===== src/design/slc_pkg.sv =====
// ---------------------------------------------------------------------------
// slc_pkg
// Types, codes and constants of the SPI LED command parser.
// ---------------------------------------------------------------------------
package slc_pkg;

  localparam int unsigned MATRIX_DEPTH  = 1024;
  localparam int unsigned MATRIX_ADDR_W = 10;
  localparam int unsigned CFG_IDX_W     = 3;
  localparam int unsigned COL_W         = 17;

  localparam logic [7:0] DELAY_RESET = 8'd30;

  // register indexes
  localparam logic [CFG_IDX_W-1:0] REG_SLAVE_START   = 3'd0;
  localparam logic [CFG_IDX_W-1:0] REG_SLAVE_FINISH  = 3'd1;
  localparam logic [CFG_IDX_W-1:0] REG_MASTER_START  = 3'd2;
  localparam logic [CFG_IDX_W-1:0] REG_MASTER_FINISH = 3'd3;
  localparam logic [CFG_IDX_W-1:0] REG_BRIGHT_MIN    = 3'd4;
  localparam logic [CFG_IDX_W-1:0] REG_BRIGHT_MAX    = 3'd5;

  // message ids
  localparam logic [7:0] MSG_START     = 8'd0;
  localparam logic [7:0] MSG_STOP      = 8'd1;
  localparam logic [7:0] MSG_HANDSHAKE = 8'd2;
  localparam logic [7:0] MSG_MATRIX    = 8'd3;
  localparam logic [7:0] MSG_DELAY     = 8'd4;
  localparam logic [7:0] MSG_BRIGHT    = 8'd5;
  localparam logic [7:0] MSG_RELAY     = 8'd6;

  // reply status
  localparam logic [1:0] ST_OK           = 2'd0;
  localparam logic [1:0] ST_NO_FINISH    = 2'd1;
  localparam logic [1:0] ST_BAD_ID       = 2'd2;
  localparam logic [1:0] ST_BRIGHT_RANGE = 2'd3;

  // display commands
  localparam logic [1:0] DISP_NONE  = 2'd0;
  localparam logic [1:0] DISP_START = 2'd1;
  localparam logic [1:0] DISP_STOP  = 2'd2;

  // reply byte positions
  localparam logic [1:0] RPOS_STATUS = 2'd1;
  localparam logic [1:0] RPOS_FINISH = 2'd2;

  typedef struct packed {
    logic [7:0] slave_start;
    logic [7:0] slave_finish;
    logic [7:0] master_start;
    logic [7:0] master_finish;
    logic [7:0] bright_min;
    logic [7:0] bright_max;
  } cfg_t;

  localparam cfg_t CFG_RESET = '{
    slave_start:   8'd0,
    slave_finish:  8'd255,
    master_start:  8'd0,
    master_finish: 8'd255,
    bright_min:    8'd0,
    bright_max:    8'd15
  };

  typedef struct packed {
    logic [7:0]               tx_byte;
    logic                     matrix_we;
    logic [MATRIX_ADDR_W-1:0] matrix_addr;
    logic [7:0]               matrix_data;
    logic                     matrix_busy;
    logic [15:0]              matrix_length;
    logic [1:0]               display_cmd;
    logic                     brightness_we;
    logic [7:0]               brightness_value;
    logic                     relay_we;
    logic                     relay_on;
    logic [7:0]               scroll_delay;
  } res_t;

endpackage


===== src/design/slc_cfg_regs.sv =====
// ---------------------------------------------------------------------------
// slc_cfg_regs
// Configuration register file; unlisted indexes are ignored.
// ---------------------------------------------------------------------------
module slc_cfg_regs (
  input  logic                           clk,
  input  logic                           rst_n,
  input  logic                           wr_en,
  input  logic [slc_pkg::CFG_IDX_W-1:0]  wr_index,
  input  logic [7:0]                     wr_data,
  output slc_pkg::cfg_t                  cfg
);
  import slc_pkg::*;

  cfg_t cfg_r;
  cfg_t cfg_nxt;

  always_comb begin
    cfg_nxt = cfg_r;
    if (wr_en) begin
      unique case (wr_index)
        REG_SLAVE_START:   cfg_nxt.slave_start   = wr_data;
        REG_SLAVE_FINISH:  cfg_nxt.slave_finish  = wr_data;
        REG_MASTER_START:  cfg_nxt.master_start  = wr_data;
        REG_MASTER_FINISH: cfg_nxt.master_finish = wr_data;
        REG_BRIGHT_MIN:    cfg_nxt.bright_min    = wr_data;
        REG_BRIGHT_MAX:    cfg_nxt.bright_max    = wr_data;
        default:           cfg_nxt = cfg_r;
      endcase
    end
  end

  always_ff @(posedge clk) begin
    if (!rst_n) begin
      cfg_r <= CFG_RESET;
    end else begin
      cfg_r <= cfg_nxt;
    end
  end

  assign cfg = cfg_r;

endmodule


===== src/design/slc_core.sv =====
// ---------------------------------------------------------------------------
// slc_core
// Message framing state and the per-byte decision logic.
// ---------------------------------------------------------------------------
module slc_core (
  input  logic          clk,
  input  logic          rst_n,
  input  logic          step_en,
  input  logic [7:0]    rx_byte,
  input  slc_pkg::cfg_t cfg,
  output slc_pkg::res_t res
);
  import slc_pkg::*;

  logic             sending_r, sending_nxt;
  logic [2:0]       bcnt_r, bcnt_nxt;
  logic [7:0]       msg_id_r, msg_id_nxt;
  logic [7:0]       held_r, held_nxt;
  logic [15:0]      len_r, len_nxt;
  logic [COL_W-1:0] col_r, col_nxt;
  logic             active_r, active_nxt;
  logic [1:0]       status_r, status_nxt;
  logic [1:0]       rpos_r, rpos_nxt;
  logic [7:0]       delay_r, delay_nxt;

  logic       rep_go;
  logic [1:0] rep_st;
  logic [1:0] fin_st;
  logic [1:0] rpos_inc;

  always_comb begin
    sending_nxt = sending_r;
    bcnt_nxt    = bcnt_r;
    msg_id_nxt  = msg_id_r;
    held_nxt    = held_r;
    len_nxt     = len_r;
    col_nxt     = col_r;
    active_nxt  = active_r;
    status_nxt  = status_r;
    rpos_nxt    = rpos_r;
    delay_nxt   = delay_r;
    res         = '0;
    rep_go      = 1'b0;
    rep_st      = ST_OK;
    fin_st      = (rx_byte == cfg.slave_finish) ? ST_OK : ST_NO_FINISH;
    rpos_inc    = rpos_r + 2'd1;

    if (sending_r) begin
      rpos_nxt = rpos_inc;
      if (rpos_inc == RPOS_STATUS) begin
        res.tx_byte = {6'd0, status_r};
      end else if (rpos_inc == RPOS_FINISH) begin
        res.tx_byte = cfg.master_finish;
      end else begin
        sending_nxt = 1'b0;
        rpos_nxt    = 2'd0;
        bcnt_nxt    = 3'd0;
      end
    end else if (bcnt_r == 3'd0) begin
      if (rx_byte == cfg.slave_start) bcnt_nxt = 3'd1;
    end else if (bcnt_r == 3'd1) begin
      msg_id_nxt = rx_byte;
      bcnt_nxt   = 3'd2;
    end else begin
      unique case (msg_id_r)
        MSG_START, MSG_STOP, MSG_HANDSHAKE: begin
          bcnt_nxt = bcnt_r + 3'd1;
          if (bcnt_r == 3'd2) begin
            if (msg_id_r == MSG_START) res.display_cmd = DISP_START;
            else if (msg_id_r == MSG_STOP) res.display_cmd = DISP_STOP;
            rep_go = 1'b1;
            rep_st = fin_st;
          end
        end
        MSG_MATRIX: begin
          active_nxt = 1'b1;
          if (bcnt_r == 3'd2) begin
            len_nxt  = {8'd0, rx_byte};
            bcnt_nxt = 3'd3;
          end else if (bcnt_r == 3'd3) begin
            // low + 255 * high
            len_nxt  = len_r + ({rx_byte, 8'd0} - {8'd0, rx_byte});
            bcnt_nxt = 3'd4;
          end else if (bcnt_r == 3'd4) begin
            col_nxt  = '0;
            bcnt_nxt = 3'd5;
          end else if (col_r < {1'b0, len_r}) begin
            if (col_r < COL_W'(MATRIX_DEPTH)) begin
              res.matrix_we   = 1'b1;
              res.matrix_addr = col_r[MATRIX_ADDR_W-1:0];
              res.matrix_data = rx_byte;
            end
            col_nxt = col_r + COL_W'(1);
          end else if (col_r == {1'b0, len_r}) begin
            col_nxt = col_r + COL_W'(1);
          end else begin
            active_nxt = 1'b0;
            rep_go     = 1'b1;
            rep_st     = fin_st;
          end
        end
        MSG_DELAY: begin
          bcnt_nxt = bcnt_r + 3'd1;
          if (bcnt_r == 3'd3) begin
            delay_nxt = rx_byte;
          end else if (bcnt_r != 3'd2) begin
            rep_go = 1'b1;
            rep_st = fin_st;
          end
        end
        MSG_BRIGHT: begin
          bcnt_nxt = bcnt_r + 3'd1;
          if (bcnt_r == 3'd2) begin
            held_nxt = rx_byte;
          end else if (held_r < cfg.bright_min || held_r > cfg.bright_max) begin
            rep_go = 1'b1;
            rep_st = ST_BRIGHT_RANGE;
          end else begin
            res.brightness_we    = 1'b1;
            res.brightness_value = held_r;
            rep_go = 1'b1;
            rep_st = fin_st;
          end
        end
        MSG_RELAY: begin
          bcnt_nxt = bcnt_r + 3'd1;
          if (bcnt_r == 3'd2) begin
            held_nxt = rx_byte;
          end else begin
            res.relay_we = 1'b1;
            res.relay_on = (held_r != 8'd0);
            rep_go = 1'b1;
            rep_st = fin_st;
          end
        end
        default: begin
          // unknown id: skip until the finish byte
          if (rx_byte == cfg.slave_finish) begin
            rep_go = 1'b1;
            rep_st = ST_BAD_ID;
          end
        end
      endcase
    end

    if (rep_go) begin
      sending_nxt = 1'b1;
      rpos_nxt    = 2'd0;
      status_nxt  = rep_st;
      res.tx_byte = cfg.master_start;
    end

    res.matrix_busy   = active_nxt;
    res.matrix_length = len_nxt;
    res.scroll_delay  = delay_nxt;
  end

  always_ff @(posedge clk) begin
    if (!rst_n) begin
      sending_r <= 1'b0;
      bcnt_r    <= 3'd0;
      len_r     <= 16'd0;
      col_r     <= '0;
      active_r  <= 1'b0;
      status_r  <= ST_OK;
      rpos_r    <= 2'd0;
      delay_r   <= DELAY_RESET;
    end else if (step_en) begin
      sending_r <= sending_nxt;
      bcnt_r    <= bcnt_nxt;
      len_r     <= len_nxt;
      col_r     <= col_nxt;
      active_r  <= active_nxt;
      status_r  <= status_nxt;
      rpos_r    <= rpos_nxt;
      delay_r   <= delay_nxt;
    end
  end

  // written before read, no reset
  always_ff @(posedge clk) begin
    if (step_en) begin
      msg_id_r <= msg_id_nxt;
      held_r   <= held_nxt;
    end
  end

endmodule


===== src/design/spi_led_command_parser.sv =====
// ---------------------------------------------------------------------------
// spi_led_command_parser
// Takes one received SPI byte per request and returns the byte to shift out
// next together with matrix, display, brightness and relay strobes. A request
// is registered on entry, decided by the framing logic in one pass and held
// in the result register, so one byte is taken every clock cycle unless the
// result side stalls; the entry register only stalls when the result
// register is full and stalled. Configuration writes are always ready and
// take effect on the next cycle.
// ---------------------------------------------------------------------------
module spi_led_command_parser (
  input  logic                          clk,
  input  logic                          rst_n,
  input  logic                          in_valid,
  output logic                          in_stall,
  input  logic [7:0]                    in_rx_byte,
  output logic                          out_valid,
  input  logic                          out_stall,
  output logic [7:0]                    out_tx_byte,
  output logic                          out_matrix_we,
  output logic [9:0]                    out_matrix_addr,
  output logic [7:0]                    out_matrix_data,
  output logic                          out_matrix_busy,
  output logic [15:0]                   out_matrix_length,
  output logic [1:0]                    out_display_cmd,
  output logic                          out_brightness_we,
  output logic [7:0]                    out_brightness_value,
  output logic                          out_relay_we,
  output logic                          out_relay_on,
  output logic [7:0]                    out_scroll_delay,
  input  logic                          cfg_valid,
  output logic                          cfg_ready,
  input  logic [slc_pkg::CFG_IDX_W-1:0] cfg_index,
  input  logic [7:0]                    cfg_data
);
  import slc_pkg::*;

  cfg_t       cfg;
  res_t       res;
  res_t       res_r;
  logic       in_vld_r, in_vld_nxt;
  logic [7:0] in_rx_r;
  logic       out_vld_r, out_vld_nxt;
  logic       advance;
  logic       in_take;

  assign cfg_ready = 1'b1;

  slc_cfg_regs u_cfg_regs (
    .clk      (clk),
    .rst_n    (rst_n),
    .wr_en    (cfg_valid & cfg_ready),
    .wr_index (cfg_index),
    .wr_data  (cfg_data),
    .cfg      (cfg)
  );

  slc_core u_core (
    .clk     (clk),
    .rst_n   (rst_n),
    .step_en (advance),
    .rx_byte (in_rx_r),
    .cfg     (cfg),
    .res     (res)
  );

  assign advance  = in_vld_r & (~out_vld_r | ~out_stall);
  assign in_stall = in_vld_r & ~advance;
  assign in_take  = in_valid & ~in_stall;

  always_comb begin
    in_vld_nxt = in_vld_r;
    if (in_take) in_vld_nxt = 1'b1;
    else if (advance) in_vld_nxt = 1'b0;
    out_vld_nxt = out_vld_r;
    if (advance) out_vld_nxt = 1'b1;
    else if (!out_stall) out_vld_nxt = 1'b0;
  end

  always_ff @(posedge clk) begin
    if (!rst_n) begin
      in_vld_r  <= 1'b0;
      out_vld_r <= 1'b0;
    end else begin
      in_vld_r  <= in_vld_nxt;
      out_vld_r <= out_vld_nxt;
    end
  end

  always_ff @(posedge clk) begin
    if (in_take) in_rx_r <= in_rx_byte;
    if (advance) res_r <= res;
  end

  assign out_valid            = out_vld_r;
  assign out_tx_byte          = res_r.tx_byte;
  assign out_matrix_we        = res_r.matrix_we;
  assign out_matrix_addr      = res_r.matrix_addr;
  assign out_matrix_data      = res_r.matrix_data;
  assign out_matrix_busy      = res_r.matrix_busy;
  assign out_matrix_length    = res_r.matrix_length;
  assign out_display_cmd      = res_r.display_cmd;
  assign out_brightness_we    = res_r.brightness_we;
  assign out_brightness_value = res_r.brightness_value;
  assign out_relay_we         = res_r.relay_we;
  assign out_relay_on         = res_r.relay_on;
  assign out_scroll_delay     = res_r.scroll_delay;

endmodule


===== config.mk =====
export PLATFORM = sky130hd
export DESIGN_NAME = spi_led_command_parser
export DESIGN_NICKNAME = d
export VERILOG_FILES = /design/src/design/slc_pkg.sv /design/src/design/slc_cfg_regs.sv /design/src/design/slc_core.sv /design/src/design/spi_led_command_parser.sv
export SDC_FILE = /design/constraint.sdc
export NUM_CORES = 1
export LEC_CHECK = 0
export BUFFER_PORTS_ARGS = -buffer_cell sky130_fd_sc_hd__buf_4
export CORE_AREA = 8 8 188 190
export CTS_CLUSTER_DIAMETER = 40
export DETAILED_ROUTE_END_ITERATION = 7
export DIE_AREA = 0 0 196 198
export MAX_ROUTING_LAYER = met4
export PLACE_DENSITY = 0.54
export RECOVER_POWER = 100
export SYNTH_ARGS = -nofsm -noshare
export SYNTH_HDL_FRONTEND = slang
export SYNTH_HIERARCHICAL = 1
export SYNTH_SLANG_ARGS = --single-unit

===== constraint.sdc =====
create_clock -name clk -period 8.2 [get_ports clk]
set_input_delay 0.41 -clock clk [delete_from_list [all_inputs] [get_ports clk]]
set_output_delay 0.41 -clock clk [all_outputs]
set_load 0.01 [all_outputs]

; After elaboration in Yosys (flattened, before gate mapping)
; Index checks and enable logic that the tools add are counted.
; Widths: inputs -> output; s select.
[op_classes]
mul = 0
bitwise = 19
eq_ne = 26
reduce_logical = 32
n_div = 0
addsub = 5
shifts = 0
n_lt_le_gt_ge = 4
n_mux = 85
[ops]
columns = operator, count
row1 = $mux 16, 6
row2 = $mux 8, 9
row3 = $mux 17, 3
row4 = $mux 2, 21
row5 = $mux 1, 32
row6 = $mux 3, 9
row7 = $eq 8x3->1 const B, 3
row8 = $mux 19, 1
row9 = $reduce_or 6->1, 3
row10 = $add 17x1->17 const B, 1
row11 = $eq 17x16->1, 1
row12 = $lt 17x11->1 const B, 1
row13 = $lt 17x16->1, 1
row14 = $add 16x16->16, 1
row15 = $eq 8x2->1 const B, 2
row16 = $eq 8x8->1, 2
row17 = $reduce_and 2->1, 8
row18 = $sub 16x8->16, 1
row19 = $not 1->1, 15
row20 = $reduce_or 5->1, 3
row21 = $eq 3x2->1 const B, 4
row22 = $reduce_and 6->1, 2
row23 = $pmux 2 s5, 1
row24 = $eq 3x3->1 const B, 3
row25 = other kinds (31), 38
[word_totals]
romBits = 0
mem_count = 0
elab_cells = 203
out_inout_bits = 68
latchBits = 0
reg_bits = 189
input_bits = 24
ramBits = 0

; Longest topological paths before layout
; Gate-level depths: netlist (run 1).
[depth]
word_depth = 12
mapped_depth = 12

; Modules after synthesis
; Netlist (run 1), hierarchy kept.
[modules_own_cells]
columns = mod, seq_area_each_um2, n_inst, cells_per_inst, area_each_um2
row1 = slc_core, 1481.4, 1, 650, 5420.2
row2 = spi_led_command_parser, 2232.1, 1, 83, 2287.2
row3 = slc_cfg_regs, 960.9, 1, 181, 1894.3

; Least setup slack after synthesis (run 1)
; Ideal clock, no wire load.
[synth_path]
path_kind = input to register
startpoint = in out_stall
endpoint = reg u_core.held_r[0] (enable)
stages = 5
path_buffers = 2
t_arrival_ns = 7.170
slack_ns = 0.636
cell_sequence = a21boi_0 > buf_2 > inv_1 > clkbuf_1 > nor4_1
[synth_via]
elab_chain_len = 4
[synth_rtl]
columns = item, line
row1 = from (decl), spi_led_command_parser.sv:18  ; input logic out_stall,
row2 = $not 1->1, spi_led_command_parser.sv:67  ; assign advance = in_vld_r & (~out_vld_r | ~out_stall);
row3 = $or 1x1->1, spi_led_command_parser.sv:67
row4 = $and 1x1->1, spi_led_command_parser.sv:67
row5 = $reduce_and 6->1 (no source line), n/a
row6 = to (signal assigned), slc_core.sv:184  ; held_r <= held_nxt;
row7 = to (decl), slc_core.sv:18  ; logic [7:0] held_r, held_nxt;
; No other way between the ends.
; A chain may end at the register's enable or synchronous reset.

; Worst setup path after layout (run 1)
[layout_path]
startpoint = reg in_vld_r
endpoint = reg u_core.msg_id_r[5] (enable)
[layout_via]
elab_chain_len = 2
[layout_rtl]
columns = item, line
row1 = from (decl), spi_led_command_parser.sv:41  ; logic in_vld_r, in_vld_nxt;
row2 = from (signal assigned), spi_led_command_parser.sv:85  ; in_vld_r <= in_vld_nxt;
row3 = $and 1x1->1, spi_led_command_parser.sv:67
row4 = via advance, spi_led_command_parser.sv:44  ; logic advance;
row5 = $reduce_and 4->1 (no source line), n/a
row6 = to (signal assigned), slc_core.sv:183  ; msg_id_r <= msg_id_nxt;
row7 = to (decl), slc_core.sv:17  ; logic [7:0] msg_id_r, msg_id_nxt;
; The timed path passes the listed nets, and every way through them passes these cells.

==> results.tsv, run 1 <==
stage	metric	value	unit
placed_design	hpwl dp	18800	um
sta	Final Max Tran Viols	64	
sta	Rel. slew slack	-0.874	
clocking	Post-CTS Hold Buffers	0	
synthesis	syn avg cell area	10.5	sq um
drt	Routed Antenna Nets	0	
clocking	CTS Buf Count	17	
clocking	post-CTS setup buffer count	0	
sta	clk_skew	0.0158	ns
cells_and_area	layout net count	1083	
sta	Final TNS setup	0	ns
global_route	pin count of the biggest net entering global routing	90	
drt	DRC viols	0	
pwr	VDD IR-drop max	0.141	mV
drt	WL final	25700	um
cells_and_area	Area growth syn-to-layout	14.7	%
floorplan	Chip Width	196	um
clocking	CTS H-Tree Depth	4	
synthesis	post-synthesis simple-gate area fraction	0.158	
global_route	initial antenna violation count	0	
drt	vias per std cell	4.97	
run_status	status	finished with violations	
drt	Wirelength per Cell	18.2	um
synthesis	Seq/Total Area, Yosys	0.487	
pwr	Static Leak	0.00423	uW
critical_path	Setup CP Type	reg -> reg	
cells_and_area	Core Util, Final	0.342	
synthesis	number of flops mapped to enable cells by yosys	89	
sta	Slew @ Worst Pin	2.81	ns
sta	Final Cycle Share	0.600	
drt	1st-iter DRT viols	410	
sta	Max Freq	203	MHz
drt	Pre-antenna DRT Iters	6	
critical_path	crit path max fanout	50	
sta	Final Hold Vio Count	0	
cells_and_area	most frequent cells in the layout	dfxtp_1, edfxtp_1, nand2_1, clkbuf_1	
clocking	CTS tree	yes	
clocking	Clk Latency, worst-skew pair	0.46	ns
cells_and_area	multi-input logic area	0.00448	sq mm
clocking	Root Buffer	clkbuf_16	
synthesis	mux cell area share after synthesis	0.0740	
synthesis	post-synthesis xor/xnor area fraction	0.0283	
pwr	pwr dens	187	mW/mm^2
synthesis	syn_nets	1005	
synthesis	Yosys warnings	6	
global_route	total grt overflow	0	
clocking	CTS-repair resized insts	0	
global_route	GRT Total Usage	0.138	
cells_and_area	FF+latch area	0.00467	sq mm
synthesis	Post-Synth Adder-Cell Area	0.0881	
critical_path	worst endpoint required time	8.31	ns
clocking	Clock Pin Slew Worst Setup and Hold Paths	0.09	ns
floorplan	Starting Density	0.298	
sta	final setup fails	0	
clocking	clk sink count	189	
floorplan	Boundary Pins	92	
synthesis	#FFs+latches synth	189	
critical_path	critical path launch point type	flop	
sta	Period minus WS final	4.92	ns
cells_and_area	share of cells above drive strength 1	0.0637	
floorplan	core area	0.0322	sq mm
floorplan	Die H	198	um
critical_path	Arr. time, crit path	5.02	ns
cells_and_area	antenna cells	0	
placed_design	input/output buffers	90	
placed_design	pre-CTS WS	4.66	ns
synthesis	Syn Std Cell Area	0.00960	sq mm
global_route	first-pass GRT wire length	40400	um
run_status	violated checks	capacitance limit, slew limit	
synthesis	compound-cell area share of the yosys netlist	0.120	
floorplan	DIE AREA	0.0388	sq mm
drt	Via Count	7017	
synthesis	Syn Inst Count	914	
synthesis	largest family of logic cells by synthesized area	simple AND/OR/NAND/NOR gates	
synthesis	synth unique cells	74	
global_route	number of global-route vias before repair	7062	
synthesis	ys async rst share	0	
sta	RSZ-0062 raised after global routing	no	
placed_design	placer congestion estimate	0.884	
job	max_cap viols	2	
critical_path	CP endpoint kind	flop	
cells_and_area	# fillers	3321	
floorplan	FP Rows	66	
synthesis	Top FF cell, synth	dfxtp_1	
sta	worst setup margin	3.28	ns
cells_and_area	commonest non-fill, non-tap cell in the layout	dfxtp_1	
min_path	Hold Path Class	in -> reg	
clocking	Clock Path Buffers	2	
-- cells by family after synthesis --
logic type               Yosys count
buffers and inverters            107
flip-flops                       189
other                              1
adder cells (fa/ha/maj)           67
XOR/XNOR                          31
AND/OR/NAND/NOR                  283
AO/OA/AOI/OAI                    166
multiplexers                      70
-- path summary, 6_finish.rpt --
check / to / slack [ns] / start / depth (start not counted)
max: u_core/msg_id_r[5]$_DFFE_PP_ / 3.28 / in_vld_r$_SDFFE_PN0P_ / 5
min: in_rx_r[7]$_DFFE_PP_ / 0.15 / in_rx_byte[7] / 1
max reg2reg: u_core/msg_id_r[5]$_DFFE_PP_ / 3.28 / in_vld_r$_SDFFE_PN0P_ / 5
min reg2reg: u_cfg_regs/cfg[31]$_SDFFE_PN0P_ / 0.46 / u_cfg_regs/cfg[31]$_SDFFE_PN0P_ / 2
-- flip-flops by register name, summed over array words and instances (netlist names), 2 cells and up --
name,count
u_cfg_regs/cfg,48
u_core/col_r,17
out_matrix_length,16
u_core/len_r,16
out_matrix_addr,10
in_rx_r,8
out_brightness_value,8
out_matrix_data,8
out_scroll_delay,8
out_tx_byte,8
u_core/delay_r,8
u_core/held_r,8
u_core/msg_id_r,8
u_core/bcnt_r,3
out_display_cmd,2
u_core/rpos_r,2
u_core/status_r,2
-- critical path, cell delays in order (launching register included) --
cell	delay (ns)
dfxtp_1	0.35
a21boi_0	0.18
clkbuf_1	1.99
inv_1	1.11
nor4_1	0.54
clkbuf_1	0.39
-- synth_stat cells (all sizes together) (6+ instances only) --
cell type,count,area (sq um)
dfxtp,100,2000
a22o,10,87.6
o211ai,7,52.6
and2,28,175
o2111ai,6,52.6
xor2,17,149
o21ai,30,150
nor2,36,135
nor3,11,55.1
or3,13,81.3
nand2,79,297
nor4,10,68.8
nor2b,37,231
xnor2,14,123
nand4,9,56.3
inv,66,248
ha,66,826
mux2,8,90.1
o22ai,10,62.6
nand3,19,95.1
edfxtp,89,2670
clkbuf,27,101
mux2i,62,621
o21a,8,60.1
and3,16,105
a21o,7,52.6
a21oi,39,195
buf,12,67.6
-- power by group --
group / internal [uW] / switching (uW)
logic: 58.0 / 104
clock network: 428 / 446
registers: 1010 / 14.9
total: 1500 / 565
-- layer usage --
metal  GRT usage  share of wire
met1       0.189           0.51
met2       0.203           0.43
met3      0.0282          0.042
met4      0.0430          0.017
met5           -              0
-- stage by stage --
step                hold slack [ns]  area (sq um)  power, uW  instances
finish                        0.149         11000       2060       1413
global route                  0.124         11000       2140       1413
CTS                           0.107         11300       2100       1413
detailed placement            0.449         10700       1220       1381
global placement              0.443         10700       1220       1381
floorplan                     0.434          9600       1150        914
-- layout make-up --
type / instances / share of cell area
sequential: 189 / 0.424
tap: 408 / 0.0464
timing repair buffer: 99 / 0.0412
multi-input combinational: 618 / 0.407
clock inverter: 15 / 0.0199
clock buffer: 17 / 0.0386
inverter: 67 / 0.0228
Power figures use the tool's default switching activity.
==> run 2, diff against run 1 <==
--- a/config.mk
+++ b/config.mk
@@ -5,11 +5,12 @@
 export SDC_FILE = /design/constraint.sdc
 export NUM_CORES = 1
 export LEC_CHECK = 0
+export ABC_AREA = 1
 export BUFFER_PORTS_ARGS = -buffer_cell sky130_fd_sc_hd__buf_4
-export CORE_AREA = 8 8 188 190
+export CORE_AREA = 8 8 192 194
 export CTS_CLUSTER_DIAMETER = 40
 export DETAILED_ROUTE_END_ITERATION = 7
-export DIE_AREA = 0 0 196 198
+export DIE_AREA = 0 0 200 202
 export MAX_ROUTING_LAYER = met4
 export PLACE_DENSITY = 0.54
 export RECOVER_POWER = 100
==> constraint.sdc (replaced) <==
create_clock -name clk -period 4.8 [get_ports clk]
set_input_delay 0.24 -clock clk [delete_from_list [all_inputs] [get_ports clk]]
set_output_delay 0.24 -clock clk [all_outputs]
set_load 0.01 [all_outputs]
==> run 2 against run 1 <==
- the run still ends with capacitance limit, slew limit left
- total power increased by 77%
- combinational power increased by 150%
- via count increased by 17%
- sequential cell count unchanged
- clock skew decreased by 0.0019 ns
- cell area increased by 4.3%
- die area increased by 4.1%
- critical path depth increased by 8
- critical path type unchanged
- critical endpoint is now u_core/col_r[10]$_SDFFE_PN0P_
==> results.tsv, run 2 <==
stage	metric	value	unit	change
floorplan	core area	0.0339	sq mm	+5.4%
pwr	net load switching power	1020	uW	+80%
clocking	Clk Latency, worst-skew pair	0.45	ns	about the same
synthesis	Syn Std Cell Area	0.0100	sq mm	+4.2%
global_route	first-pass GRT wire length	43500	um	+7.6%
placed_design	Post-DP Area	0.0112	sq mm	+4.5%
drt	Routed Antenna Nets	0		unchanged
global_route	initial antenna violation count	1		+1
floorplan	Die H	202	um	+2.0%
clocking	Clock Pin Slew Worst Setup and Hold Paths	0.08	ns	about the same
clocking	Post-CTS Hold Buffers	8		+8
critical_path	critical path launch point type	flop		
cells_and_area	layout net count	1403		+30%
floorplan	Boundary Pins	92		unchanged
floorplan	Starting Density	0.295		-0.00346
placed_design	placer congestion estimate	0.868		-1.8%
sta	Slew @ Worst Pin	1.71	ns	-1.10 ns
pwr	combinational power share	0.110		+0.032
synthesis	Syn Inst Count	1215		+33%
drt	Wirelength per Cell	15.4	um	-15%
global_route	pin count of the biggest net entering global routing	59		-34%
synthesis	Yosys warnings	6		unchanged
synthesis	#FFs+latches synth	189		unchanged
critical_path	Arr. time, crit path	3.78	ns	-1.24 ns
cells_and_area	Area growth syn-to-layout	14.9	%	
synthesis	leading area contributor after synthesis	edfxtp_1		
synthesis	Seq/Total Area, Yosys	0.467		-0.0195
pwr	pwr dens	318	mW/mm^2	+70%
synthesis	ys async rst share	0		unchanged
critical_path	crit path max fanout	41		-18%
cells_and_area	commonest non-fill, non-tap cell in the layout	nand2_1		
placed_design	input/output buffers	90		unchanged
clocking	clk sink count	189		unchanged
sta	Final Cycle Share	0.715		+0.116
synthesis	top cells by area, synth	edfxtp_1, dfxtp_1, nand2_1		
drt	vias per std cell	4.59		-7.5%
global_route	total grt overflow	0		unchanged
critical_path	Cell Chain, Critical Path	a21oi_4 > buf_4 > inv_1 > clkbuf_1 > nor2_1 > nand3_1 > inv_1 > nand2_1 > inv_1 > nand2_1 > nor2_1 > a21oi_1 > nor2_1		
global_route	number of global-route vias before repair	7916		+12%
pwr	internal power	2630	uW	+76%
synthesis	top-count cell post-synth	nand2_1		
sta	Final Max Tran Viols	42		-34%
synthesis	area fraction of the dominant cell type after synthesis	0.267		-0.0112
synthesis	synth unique cells	47		-36%
sta	Max Freq	291	MHz	+43%
cells_and_area	share of cells above drive strength 1	0.0649		+0.00122
pwr	sequential power share	0.486		-0.011
synthesis	Top FF cell, synth	dfxtp_1		
placed_design	pre-CTS WS	2.06	ns	-2.60 ns
sta	worst setup margin	1.37	ns	-1.92 ns
cells_and_area	most frequent cells in the layout	nand2_1, inv_1, nor2_1, dfxtp_1, nand3_1		
placed_design	hpwl dp	20800	um	+11%
run_status	status	finished with violations		
pwr	Final Power	3650	uW	+77%
synthesis	number of flops mapped to enable cells by yosys	89		unchanged
sta	RSZ-0062 raised after global routing	no		
min_path	hold_sp	cfg_data[4]		
pwr	Static Leak	0.00485	uW	+15%
clocking	Root Buffer	clkbuf_16		
clocking	post-CTS setup buffer count	0		unchanged
clocking	CTS Buf Count	17		unchanged
sta	Hold WS	0.0445	ns	-0.105 ns
critical_path	flop2flop setup slack	1.37	ns	-1.92 ns
sta	clk_skew	0.0140	ns	-0.00187 ns
critical_path	CP endpoint kind	flop		
drt	Via Count	8181		+17%
floorplan	FP Rows	68		+3.0%
pwr	Sw Ratio	0.279		+0.00453
drt	1st-iter DRT viols	673		+64%
critical_path	Setup CP Type	reg -> reg		
pwr	VDD IR-drop max	0.249	mV	+77%
floorplan	DIE AREA	0.0404	sq mm	+4.1%
job	max_cap viols	1		-1
sta	Rel. slew slack	-0.142		+0.732
cells_and_area	max reg flops	48		unchanged
critical_path	Worst path max stage delay	1.23	ns	-0.76 ns
critical_path	Critical Path Start	out_valid$_SDFFE_PN0P_		
sta	final setup fails	0		unchanged
critical_path	Buf/Inv on CP	5		+2
critical_path	worst endpoint required time	5.14	ns	-3.17 ns
cells_and_area	fin area	0.0115	sq mm	+4.3%
clocking	CTS tree	yes		
run_status	violated checks	capacitance limit, slew limit		
clocking	Clock Path Buffers	2		unchanged
clocking	CTS-repair resized insts	0		unchanged
synthesis	Commonest cells post-synth	nand2_1, inv_1, nor2_1, dfxtp_1, nand3_1		
drt	Pre-antenna DRT Iters	6		unchanged
drt	DRC viols	0		unchanged
clocking	CTS H-Tree Depth	4		unchanged
synthesis	syn_nets	1306		+30%
sta	Final Hold Vio Count	0		unchanged
critical_path	delay-heaviest family, CP	buffers and inverters		
critical_path	Worst R2R Start	out_valid$_SDFFE_PN0P_		
sta	Final TNS setup	0	ns	unchanged
floorplan	Chip Width	200	um	+2.0%
synthesis	syn avg cell area	8.23	sq um	-22%
sta	Period minus WS final	3.43	ns	-1.48 ns
pwr	Clk pwr share	0.404		-0.020
drt	WL final	27400	um	+6.8%
critical_path	CP max stage cell	clkbuf_1		
global_route	GRT Total Usage	0.141		+0.00231
min_path	Hold Path Class	in -> reg		
-- run 2: cells by family (layout without fill, tap and decap cells) --
| kind of cell | after synthesis | in the layout | share of synthesized area |
|---|---|---|---|
| compound gates | 167 | 167 | 0.0928 |
| other cells | 1 | 2 | 0.000375 |
| buf+inv | 201 | 311 | 0.0787 |
| flops | 189 | 189 | 0.467 |
| xor+xnor | 25 | 25 | 0.0219 |
| fa+ha+maj | 67 | 67 | 0.0846 |
| simple gates | 565 | 565 | 0.254 |
-- run 2: layout make-up --
| type | count | area (sq um) |
|---|---|---|
| Clock buffer | 17 | 425 |
| Multi-Input combinational cell | 825 | 4460 |
| Fill cell | 3584 | 22500 |
| Sequential cell | 189 | 4670 |
| Inverter | 176 | 663 |
| Tap cell | 455 | 569 |
| Antenna cell | 1 | 2.50 |
| Clock inverter | 15 | 194 |
| Timing Repair Buffer | 103 | 497 |
-- run 2: power by group through the flow --
stage | clock network [uW] | logic (uW) | registers [uW]
after floorplan | 0 | 274 | 1810
after global placement | 0 | 420 | 1810
after detailed placement | 0 | 424 | 1810
after CTS | 1520 | 431 | 1780
after global routing | 1580 | 461 | 1780
final | 1480 | 402 | 1770
-- run 2: final timing paths --
kind / to / cells past startpoint
min reg2reg: u_cfg_regs/cfg[22]$_SDFFE_PN1P_ / 2
max: u_core/col_r[10]$_SDFFE_PN0P_ / 13
min: u_cfg_regs/cfg[20]$_SDFFE_PN1P_ / 3
max reg2reg: u_core/col_r[10]$_SDFFE_PN0P_ / 13
-- run 2: worst min-delay path: stages --
cell	delay (ns)
buf_4	0.10
nand2_1	0.05
nand3_1	0.07
-- run 2: routing by layer --
metal	wire length, um	GRT usage	part of all wire
met2	12300	0.216	0.45
met5	0	-	0
met1	13600	0.188	0.50
met3	1060	0.0253	0.039
met4	430	0.0381	0.016
-- run 2: stage by stage --
step,std cells,utilization
finish,1781,0.338
global route,1781,0.338
CTS,1780,0.350
detailed placement,1740,0.329
global placement,1740,0.329
floorplan,1215,-
